**config.mk**
```make
export PLATFORM = sky130hd
export DESIGN_NAME = motor_feedback_multiturn_decoder_top
export DESIGN_NICKNAME = d
export VERILOG_FILES = /design/src/design/mfmd_pkg.sv /design/src/design/mfmd_speed_scale.sv /design/src/design/mfmd_unwrap.sv /design/src/design/motor_feedback_multiturn_decoder_top.sv
export SDC_FILE = /design/constraint.sdc
export NUM_CORES = 1
export LEC_CHECK = 0
export ABC_AREA = 0
export BUFFER_PORTS_ARGS = -buffer_cell sky130_fd_sc_hd__buf_2
export CAP_MARGIN = 40
export CORE_ASPECT_RATIO = 0.8
export CORE_MARGIN = 2
export CORE_UTILIZATION = 50
export DETAILED_ROUTE_END_ITERATION = 10
export PLACE_DENSITY = 0.67
export SYNTH_ARGS = -nofsm -noshare
export SYNTH_HDL_FRONTEND = slang
export SYNTH_SLANG_ARGS = --single-unit
```
**constraint.sdc**
```tcl
create_clock -name i_clk -period 11.5 [get_ports i_clk]
set_clock_uncertainty 0.05 [all_clocks]
set_input_delay 0.575 -clock i_clk [delete_from_list [all_inputs] [get_ports i_clk]]
set_output_delay 0.575 -clock i_clk [all_outputs]
set_load 0.005 [all_outputs]
```
**src/design/mfmd_pkg.sv**
```systemverilog
package mfmd_pkg;

    // Encoder counts per rotor revolution
    localparam int unsigned RESOLUTION = 8192;

    localparam logic signed [13:0] C_CENTRE_OFFSET = 14'sd4095;
    localparam logic signed [39:0] C_TURN_STEP     = 40'(RESOLUTION);

    // Reciprocals for exact floor division: floor(v / d) = (v * M) >> k
    localparam logic [22:0] C_RECIP_9 = 23'd7456541;
    localparam int unsigned C_SHIFT_9 = 26;
    localparam logic [22:0] C_RECIP_3 = 23'd2796203;
    localparam int unsigned C_SHIFT_3 = 23;

    typedef enum logic {
        OP_FRAME  = 1'b0,
        OP_REBASE = 1'b1
    } t_op;

    typedef struct packed {
        logic signed [31:0] turns;
        logic signed [39:0] position;
    } t_track;

endpackage

```
**src/design/mfmd_speed_scale.sv**
```systemverilog
module mfmd_speed_scale (
    input  logic               i_motor_type,
    input  logic signed [15:0] i_speed,
    output logic signed [19:0] o_axis_rpm_q8
);

    logic [15:0] mag;
    logic [21:0] v_36;
    logic [21:0] v_192;
    logic [21:0] v_sel;
    logic [22:0] recip;
    logic [44:0] prod;
    logic [19:0] quot;

    // Rounded quotient as floor((64*mag + 4) / 9) or floor((40*mag + 1) / 3)
    assign mag   = (i_speed < 0) ? 16'(-i_speed) : 16'(i_speed);
    assign v_36  = {mag, 6'b0} + 22'd4;
    assign v_192 = (22'(mag) << 5) + (22'(mag) << 3) + 22'd1;
    assign v_sel = i_motor_type ? v_192 : v_36;
    assign recip = i_motor_type ? mfmd_pkg::C_RECIP_3 : mfmd_pkg::C_RECIP_9;
    assign prod  = 45'(v_sel) * 45'(recip);
    assign quot  = i_motor_type ? 20'(prod >> mfmd_pkg::C_SHIFT_3)
                                : 20'(prod >> mfmd_pkg::C_SHIFT_9);

    assign o_axis_rpm_q8 = (i_speed < 0) ? -$signed(quot) : $signed(quot);

endmodule

```
**src/design/mfmd_unwrap.sv**
```systemverilog
module mfmd_unwrap (
    input  logic               i_clk,
    input  logic               i_rst_n,
    input  logic               i_step,
    input  mfmd_pkg::t_op      i_op,
    input  logic [12:0]        i_angle,
    input  logic signed [15:0] i_speed,
    output mfmd_pkg::t_track   o_next
);

    logic signed [13:0] r_prev_angle;
    logic signed [31:0] r_turns;
    logic signed [39:0] r_position;
    logic               r_baseline;

    logic signed [13:0] centred;
    logic               now_pos;
    logic               was_pos;
    logic               turn_up;
    logic               turn_dn;
    logic signed [39:0] turn_term;
    logic signed [39:0] diff;
    logic signed [31:0] n_turns;
    logic signed [39:0] n_position;

    assign centred = $signed({1'b0, i_angle}) - mfmd_pkg::C_CENTRE_OFFSET;
    assign now_pos = centred > 0;
    assign was_pos = r_prev_angle > 0;
    assign turn_up = was_pos && !now_pos && (i_speed > 0);
    assign turn_dn = !was_pos && now_pos && (i_speed < 0);

    // Last unwrapped count always equals turns * RESOLUTION + previous angle,
    // so the change is the turn step plus the angle change.
    assign turn_term = turn_up ? mfmd_pkg::C_TURN_STEP :
                       turn_dn ? -mfmd_pkg::C_TURN_STEP : 40'sd0;
    assign diff      = turn_term + 40'(centred) - 40'(r_prev_angle);

    assign n_turns    = turn_up ? r_turns + 32'sd1 :
                        turn_dn ? r_turns - 32'sd1 : r_turns;
    assign n_position = r_baseline ? r_position : r_position + diff;

    assign o_next.turns    = n_turns;
    assign o_next.position = n_position;

    always_ff @(posedge i_clk) begin
        if (!i_rst_n) begin
            r_prev_angle <= '0;
            r_turns      <= '0;
            r_position   <= '0;
            r_baseline   <= 1'b1;
        end else if (i_step) begin
            if (i_op == mfmd_pkg::OP_REBASE) begin
                r_baseline <= 1'b1;
            end else begin
                r_prev_angle <= centred;
                r_turns      <= n_turns;
                r_position   <= n_position;
                r_baseline   <= 1'b0;
            end
        end
    end

endmodule

```
**src/design/motor_feedback_multiturn_decoder_top.sv**
```systemverilog
// From input accept to result valid: input register, then result register. Throughput:
// one item per cycle unless stalled; a rebaseline item takes a slot and gives no result.
// The input register holds while a result waits under stall, so the block keeps
// accepting until both registers are full.
// Reset (synchronous, active low): clears valids, turns, position and angle,
// sets the rebaseline flag and selects ratio 36.
module motor_feedback_multiturn_decoder_top (
    input  logic               i_clk,
    input  logic               i_rst_n,
    input  logic               i_cfg_we,
    input  logic               i_cfg_data,
    input  logic               i_in_valid,
    output logic               o_in_stall,
    input  logic               i_op,
    input  logic [12:0]        i_angle_raw,
    input  logic signed [15:0] i_speed_raw,
    input  logic signed [15:0] i_current_raw,
    output logic               o_out_valid,
    input  logic               i_out_stall,
    output logic signed [19:0] o_axis_rpm_q8,
    output logic signed [39:0] o_position_counts,
    output logic signed [31:0] o_turns,
    output logic signed [15:0] o_current_value
);

    logic               r_motor_type;
    logic               r_s1_valid;
    mfmd_pkg::t_op      r_s1_op;
    logic [12:0]        r_s1_angle;
    logic signed [15:0] r_s1_speed;
    logic signed [15:0] r_s1_current;
    logic               r_out_valid;
    logic signed [19:0] r_axis_rpm;
    logic signed [39:0] r_position;
    logic signed [31:0] r_turns;
    logic signed [15:0] r_current;

    logic               s1_go;
    logic               s1_fire;
    logic               s1_frame;
    logic signed [19:0] axis_rpm;
    mfmd_pkg::t_track   track_next;

    assign s1_go      = !r_out_valid || !i_out_stall;
    assign s1_fire    = r_s1_valid && s1_go;
    assign s1_frame   = r_s1_op == mfmd_pkg::OP_FRAME;
    assign o_in_stall = r_s1_valid && !s1_go;

    always_ff @(posedge i_clk) begin
        if (!i_rst_n) begin
            r_motor_type <= 1'b0;
        end else if (i_cfg_we) begin
            r_motor_type <= i_cfg_data;
        end
    end

    always_ff @(posedge i_clk) begin
        if (!i_rst_n) begin
            r_s1_valid <= 1'b0;
        end else if (!o_in_stall) begin
            r_s1_valid <= i_in_valid;
        end
    end

    always_ff @(posedge i_clk) begin
        if (!o_in_stall && i_in_valid) begin
            r_s1_op      <= mfmd_pkg::t_op'(i_op);
            r_s1_angle   <= i_angle_raw;
            r_s1_speed   <= i_speed_raw;
            r_s1_current <= i_current_raw;
        end
    end

    mfmd_speed_scale u_speed (
        .i_motor_type  (r_motor_type),
        .i_speed       (r_s1_speed),
        .o_axis_rpm_q8 (axis_rpm)
    );

    mfmd_unwrap u_unwrap (
        .i_clk   (i_clk),
        .i_rst_n (i_rst_n),
        .i_step  (s1_fire),
        .i_op    (r_s1_op),
        .i_angle (r_s1_angle),
        .i_speed (r_s1_speed),
        .o_next  (track_next)
    );

    // Drop rebaseline items here: they leave no result
    always_ff @(posedge i_clk) begin
        if (!i_rst_n) begin
            r_out_valid <= 1'b0;
        end else if (s1_go) begin
            r_out_valid <= r_s1_valid && s1_frame;
        end
    end

    always_ff @(posedge i_clk) begin
        if (s1_fire && s1_frame) begin
            r_axis_rpm <= axis_rpm;
            r_position <= track_next.position;
            r_turns    <= track_next.turns;
            r_current  <= r_s1_current;
        end
    end

    assign o_out_valid       = r_out_valid;
    assign o_axis_rpm_q8     = r_axis_rpm;
    assign o_position_counts = r_position;
    assign o_turns           = r_turns;
    assign o_current_value   = r_current;

    a_rebase_no_result: assert property (@(posedge i_clk) disable iff (!i_rst_n)
        (s1_fire && !s1_frame) |=> !o_out_valid)
        else $error("rebaseline item produced a result");

    a_frame_result: assert property (@(posedge i_clk) disable iff (!i_rst_n)
        (s1_fire && s1_frame) |=> o_out_valid)
        else $error("feedback frame lost between stages");

    a_stall_only_full: assert property (@(posedge i_clk) disable iff (!i_rst_n)
        o_in_stall |-> (r_s1_valid && o_out_valid && i_out_stall))
        else $error("input stalled while a stage was free");

    a_reset_clear: assert property (@(posedge i_clk)
        !i_rst_n |=> (!o_out_valid && !o_in_stall))
        else $error("valid state not cleared by reset");

endmodule

```
After elaboration in Yosys (flattened, before gate mapping)
Cells that the tools add are included.
- add/subtract/negate cells: 11
- multiply operators: 1
- div/mod/pow operators: 0
- magnitude comparators: 4
- eq/ne operators: 0
- shift-type cells: 0
- mux-type cells: 11
- bitwise gates (word level): 1
- reductions and logical operators: 17
- operators by type and width (operator ; count):
    $mux W40 ; 3
    $mux W32 ; 2
    $mul A22 B23 Y45 ; 1
    $add A40 B14 Y40 ; 1
    $add A40 B40 Y40 ; 1
    $mux W20 ; 2
    $sub A40 B14 Y40 ; 1
    $add A32 B2 Y32 const B ; 1
    $sub A32 B2 Y32 const B ; 1
    $gt A14 B1 Y1 const B ; 2
    $mux W23 ; 1
    $add A21 B19 Y22 ; 1
    $add A22 B1 Y22 const B ; 1
    $add A22 B3 Y22 const B ; 1
    $mux W22 ; 1
    $neg A20 Y20 ; 1
    $gt A16 B1 Y1 const B ; 1
    $lt A16 B1 Y1 const B ; 1
    $mux W16 ; 1
    $neg A16 Y16 ; 1
    $sub A13 B12 Y14 const B ; 1
    $logic_and A1 B1 Y1 ; 9
    $logic_not A1 Y1 ; 6
    $reduce_and A2 Y1 ; 1
    3 further kinds ; 3
- bits in registers: 244
- bits in latches: 0
- memory bits (writable): 0
- ROM bits: 0
- output and inout bits: 110
- logic and storage cells: 60
- memories: 0

Longest topological paths before layout
- depth after elaboration: 10
- mapped depth: 46
- gate-level depth less buffers: 45

Hierarchy
A second synthesis with hierarchy kept.
- cells, all modules: 2658
- area, all modules: 25186.7 µm²
- by module, submodules not included (module ; times used ; cells each ; area each (µm²) ; sequential area each (µm²)):
    mfmd_speed_scale ; 1 ; 1289 ; 11013.1 ; 0.0
    mfmd_unwrap ; 1 ; 1202 ; 9419.0 ; 1741.7
    motor_feedback_multiturn_decoder_top ; 1 ; 167 ; 4754.6 ; 4684.5

Least setup slack after synthesis
OpenSTA, ideal clock, no wires.
- path type: flip-flop to flip-flop
- from: reg r_s1_speed[0]
- to: reg r_axis_rpm[14] (netlist: o_axis_rpm_q8[14]) (data pin)
- library setup time: 274 ps
- arrival time: 10055 ps
- data required time: 11176 ps
- slack: 1122 ps
- cell stages (with the launch flop): 41
- buffers on the path: 0
- period minus slack after synthesis: 10378 ps
- cells stage by stage: edfxtp_1 inv_1 ha_1 nand2_1 a21boi_0 inv_1 fa_1 a21o_1 a21oi_1 nor2b_1 o21ai_0 nand2b_1 a21oi_1 o21ai_0 o41ai_1 o21a_1 or3_1 a21boi_0 [5 not listed] inv_1 fa_1 inv_1 fa_1 inv_1 fa_1 inv_1 ha_1 nand2_1 nor4_2 o21ai_1 o211ai_1 a31oi_1 o221a_2 a2111oi_2 nand3b_1 o41ai_1 xor2_1
- longest elaborated chain between the ends: 9
- ends and longest elaborated chain (item ; RTL line ; RTL):
    start: declaration ; motor_feedback_multiturn_decoder_top.sv:30 ; logic signed [15:0] r_s1_speed;
    start signal: assignment ; motor_feedback_multiturn_decoder_top.sv:69 ; r_s1_speed <= i_speed_raw;
    $neg A16 Y16 or $lt A16 B1 Y1 (tied branches) ; mfmd_speed_scale.sv:16, mfmd_speed_scale.sv:25 ;
    $mux W16 ; mfmd_speed_scale.sv:16 ; assign mag = (i_speed < 0) ? 16'(-i_speed) : 16'(i_speed);
    $add A21 B19 Y22 ; mfmd_speed_scale.sv:18 ; assign v_192 = (22'(mag) << 5) + (22'(mag) << 3) + 22'd1;
    $add A22 B1 Y22 ; mfmd_speed_scale.sv:18 ;
    $mux W22 ; mfmd_speed_scale.sv:19 ; assign v_sel = i_motor_type ? v_192 : v_36;
    $mul A22 B23 Y45 ; mfmd_speed_scale.sv:21 ; assign prod = 45'(v_sel) * 45'(recip);
    $mux W20 ; mfmd_speed_scale.sv:22 ; assign quot = i_motor_type ? 20'(prod >> mfmd_pkg::C_SHIFT_3)
    $neg A20 Y20 ; mfmd_speed_scale.sv:25 ; assign o_axis_rpm_q8 = (i_speed < 0) ? -$signed(quot) : $signed(quot);
    $mux W20 (*) ; mfmd_speed_scale.sv:25 ;
    named net axis_rpm[14] ; motor_feedback_multiturn_decoder_top.sv:41 ; logic signed [19:0] axis_rpm;
    end signal: assignment ; motor_feedback_multiturn_decoder_top.sv:101 ; r_axis_rpm <= axis_rpm;
    end: declaration ; motor_feedback_multiturn_decoder_top.sv:33 ; logic signed [19:0] r_axis_rpm;
Mark *: on every way through the listed nets, which the timed path passes. The rest lies on a longest branch.
A chain may end at the register's enable or synchronous reset.

Worst setup path in the final report
- from: reg r_s1_speed[5]
- to: reg r_axis_rpm[15] (netlist: o_axis_rpm_q8[15]) (data pin)
The elaborated chain is that of the path after synthesis.

==> insert_results.sql <==
INSERT INTO impl_metrics (metric_group, metric, value, unit) VALUES
('logic_synthesis', 'synth.cell_area', '23490', 'um^2'),
('floorplan', 'top_level_ports', '162', ''),
('hold_path', 'worstHoldPathType', 'in2reg', ''),
('clock_network', 'insertion_delay_to_the_later_sink_of_the_worst_skew_pair', '0.56', 'ns'),
('finish', 'areaGrowthSynthToFinish', '11.08', '%'),
('finish', 'nets', '3131', ''),
('global_route', 'globalRoute.totalOverflow', '0', ''),
('global_route', 'antenna_found_initial', '2', ''),
('logic_synthesis', 'synth.top_cell.area_share', '0.2045', ''),
('setup_path', 'critical_path_required', '11.75', 'ns'),
('floorplan', 'num_rows', '71', ''),
('placed_design', 'detailedPlace.worstSlack', '-0.1808', 'ns'),
('routing', 'routed_via_density', '5.480', ''),
('global_route', 'global_route_wire_length_before_repair', '92.09', 'mm'),
('clock_network', 'tritoncts', 'yes', ''),
('floorplan', 'die_h', '197.9', 'um'),
('placed_design', 'port_buffers', '161', ''),
('logic_synthesis', 'synth.avg_cell_area', '9.646', 'um^2'),
('sta', 'slew_headroom', '0.3739', ''),
('routing', 'routed-via-count', '17730', ''),
('setup_path', 'critical_path.slowest_cell', 'or4_1', ''),
('routing', 'drt_iter0_markers', '1117', ''),
('sta', 'fmax', '0.09157', 'GHz'),
('routing', 'drt_pre_antenna_iters', '5', ''),
('logic_synthesis', 'count_leader_synth', 'inv_1', ''),
('setup_path', 'worst_setup_path_start_kind', 'flip-flop', ''),
('placed_design', 'detailedPlacementHpwl', '46.16', 'mm'),
('run', 'cap_violations', '0', ''),
('logic_synthesis', 'ys_async_sr_fraction', '0', ''),
('sta', 'period_needed', '10.92', 'ns'),
('clock_network', 'cts_inserted_buffers', '27', ''),
('global_route', 'grt_pass1_vias', '17340', ''),
('sta', 'setup_ws', '0.5791', 'ns'),
('sta', 'final_report_max_slew_violation_count', '0', ''),
('clock_network', 'clock_tree.buffer_depth', '3', ''),
('routing', 'met2WireLength', '23.57', 'mm'),
('routing', 'route.antenna.remaining_nets', '0', ''),
('logic_synthesis', 'synthTopCellsByCount', 'inv_1 (362), ha_1 (247), fa_1 (240)', ''),
('logic_synthesis', 'synthCells', '2435', ''),
('sta', 'setup_viol_count_final', '0', ''),
('global_route', 'grt_util_all_layers', '0.2390', ''),
('clock_network', 'clock_tree.htree_level_count', '1', ''),
('setup_path', 'setup.worst_path.end_class', 'flip-flop', ''),
('placed_design', 'gp_routability_congestion', '0.9303', ''),
('clock_network', 'clkSinkCount', '244', ''),
('floorplan', 'initial_utilization', '0.5027', ''),
('global_route', 'grt_max_degree', '85', ''),
('setup_path', 'critical_path_s_most_frequent_cell', 'fa_1', ''),
('routing', 'wire_per_inst', '17.80', 'um'),
('sta', 'worst-slew-pin-transition', '0.9294', 'ns'),
('finish', 'nFillCells', '4209', ''),
('logic_synthesis', 'synth-warning-count', '0', ''),
('routing', 'wirelength_met1', '29.07', 'mm'),
('routing', 'drc', '0', ''),
('routing', 'top_signal_layer_used', 'met4', ''),
('logic_synthesis', 'synth_top_cell_by_area', 'fa_1', ''),
('setup_path', 'critPathMaxStageDelay', '0.62', 'ns'),
('finish', 'post_route_cells_drive_above_1_share', '0.1186', ''),
('routing', 'wl', '57.60', 'mm'),
('sta', 'hold_violations', '0', ''),
('clock_network', 'clk_pin_slew_worst_paths', '0.06', 'ns'),
('floorplan', 'die-area', '48740', 'um^2'),
('logic_synthesis', 'top_ff_cell_synth', 'edfxtp_1', ''),
('logic_synthesis', 'yosysUniqueCellTypes', '89', ''),
('finish', 'layout.core_utilization', '0.5584', ''),
('floorplan', 'floorplan.die.width', '246.3', 'um'),
('logic_synthesis', 'ys_seq_elements', '244', ''),
('logic_synthesis', 'synth_area_leaders', 'fa_1 (20%), edfxtp_1 (20%), ha_1 (13%)', ''),
('status', 'outcome', 'completed', ''),
('logic_synthesis', 'yosysSeqAreaShare', '0.2736', ''),
('setup_path', 'worstPathMaxFanout', '5', ''),
('logic_synthesis', 'synth_enable_flop_cells', '154', ''),
('clock_network', 'cts_root_buffer', 'clkbuf_16', ''),
('setup_path', 'worst-setup-path-type', 'reg2reg', ''),
('sta', 'final.period_utilization', '0.9496', ''),
('floorplan', 'fp.coreArea', '46730', 'um^2'),
('routing', 'detailroute.wirelength.met3', '4.129', 'mm'),
('setup_path', 'worst_ep_arrival_time', '11.17', 'ns');
==> through the flow <==
stage	cells	instance area [um^2]	hold slack (ns)	setup TNS, ns
after floorplan	2460	23580	0.3503	0
after global placement	3174	24970	0.3513	0
after detailed placement	3176	25020	0.3545	-0.6408
after CTS	3227	25850	0.1193	-0.06531
after global routing	3235	26090	0.1263	-0.1080
final	3236	26090	0.1455	0
==> layer usage <==
metal  vias to the layer above  global-route usage
met5                         -                   0
li1                       8543                   -
met1                      8619              0.3760
met3                        59             0.05340
met2                       512              0.3364
met4                         0             0.04061
==> final timing paths <==
path         cells past startpoint            start                 end  slack [ns]
max                             37    r_s1_speed[5]   o_axis_rpm_q8[15]        0.58
min reg2reg                      0  r_s1_current[0]  o_current_value[0]        0.37
max reg2reg                     37    r_s1_speed[5]   o_axis_rpm_q8[15]        0.58
min                              1  i_speed_raw[13]      r_s1_speed[13]        0.15
==> cell type report <==
cell class / count / area [um^2] / share of cell area
inverter: 364 / 1371 / 0.05256
multi-input combinational: 1769 / 15670 / 0.6006
sequential: 244 / 6429 / 0.2464
tap: 620 / 775.7 / 0.02973
clock buffer: 32 / 704.4 / 0.02700
timing repair buffer: 186 / 1026 / 0.03932
antenna: 3 / 7.507 / 0.0002877
clock inverter: 18 / 106.4 / 0.004076
==> flip-flops by register name, indices dropped and copies added (netlist names), 13 cells and up <==
name	flops
o_position_counts	40
o_current_value	16
u_unwrap.r_prev_angle	14
r_s1_speed	16
o_turns	32
u_unwrap.r_turns	32
r_s1_angle	13
u_unwrap.r_position	40
o_axis_rpm_q8	20
r_s1_current	16
==> cell families (layout without fill, tap and decap cells) <==
group                      Yosys count  after routing  share of synthesized area
AOI/OAI and AO/OA                  453            453                     0.1245
xor gates and xnor gates           151            151                    0.05630
adders and majority gates          487            487                     0.3361
buffers and inverters              447            600                    0.07207
DFF                                244            244                     0.2736
muxes                               21             21                   0.009429
other                                2             30                  0.0003197
and+or+nand+nor                    630            630                     0.1276
==> critical path: cells and delay by family, from the launching register on <==
kind,cells,cell delay [ns]
adder cells (fa/ha/maj),9,4.33
XOR/XNOR,2,0.30
flip-flops,1,0.44
AO/OA/AOI/OAI,10,2.40
AND/OR/NAND/NOR,8,2.43
buffers and inverters,8,0.73
==> placed cells by master, fill, tap and decap left out, drive strengths merged, types with 10 or more instances in the layout <==
cell    instances
fa            240
buf           186
nand2         202
clkinv         14
nand3          44
o21bai         17
xor2           70
or2            16
nor4           12
o211ai         15
o21a           16
dfxtp          90
nand2b         27
a211oi         26
o31ai          19
a21o           32
nor3           46
or3            21
ha            247
clkbuf         32
or4            12
edfxtp        154
mux2i          12
xnor2          81
and3           21
a31oi          10
o21ai         118
inv           367
conb           27
nand4          19
nor2          161
a21oi         120
and2           27
==> repair_timing <==
item                       4_1_cts  5_1_grt
hold buffers                     0        0
gates resized for setup          2       42
pin swaps                        1        8
buffers inserted                 1        6
setup endpoints to repair        9       19
Power is left out: the tool's default activity adds up to more than one toggle a clock period on the data nets, which glitch-free logic cannot reach.
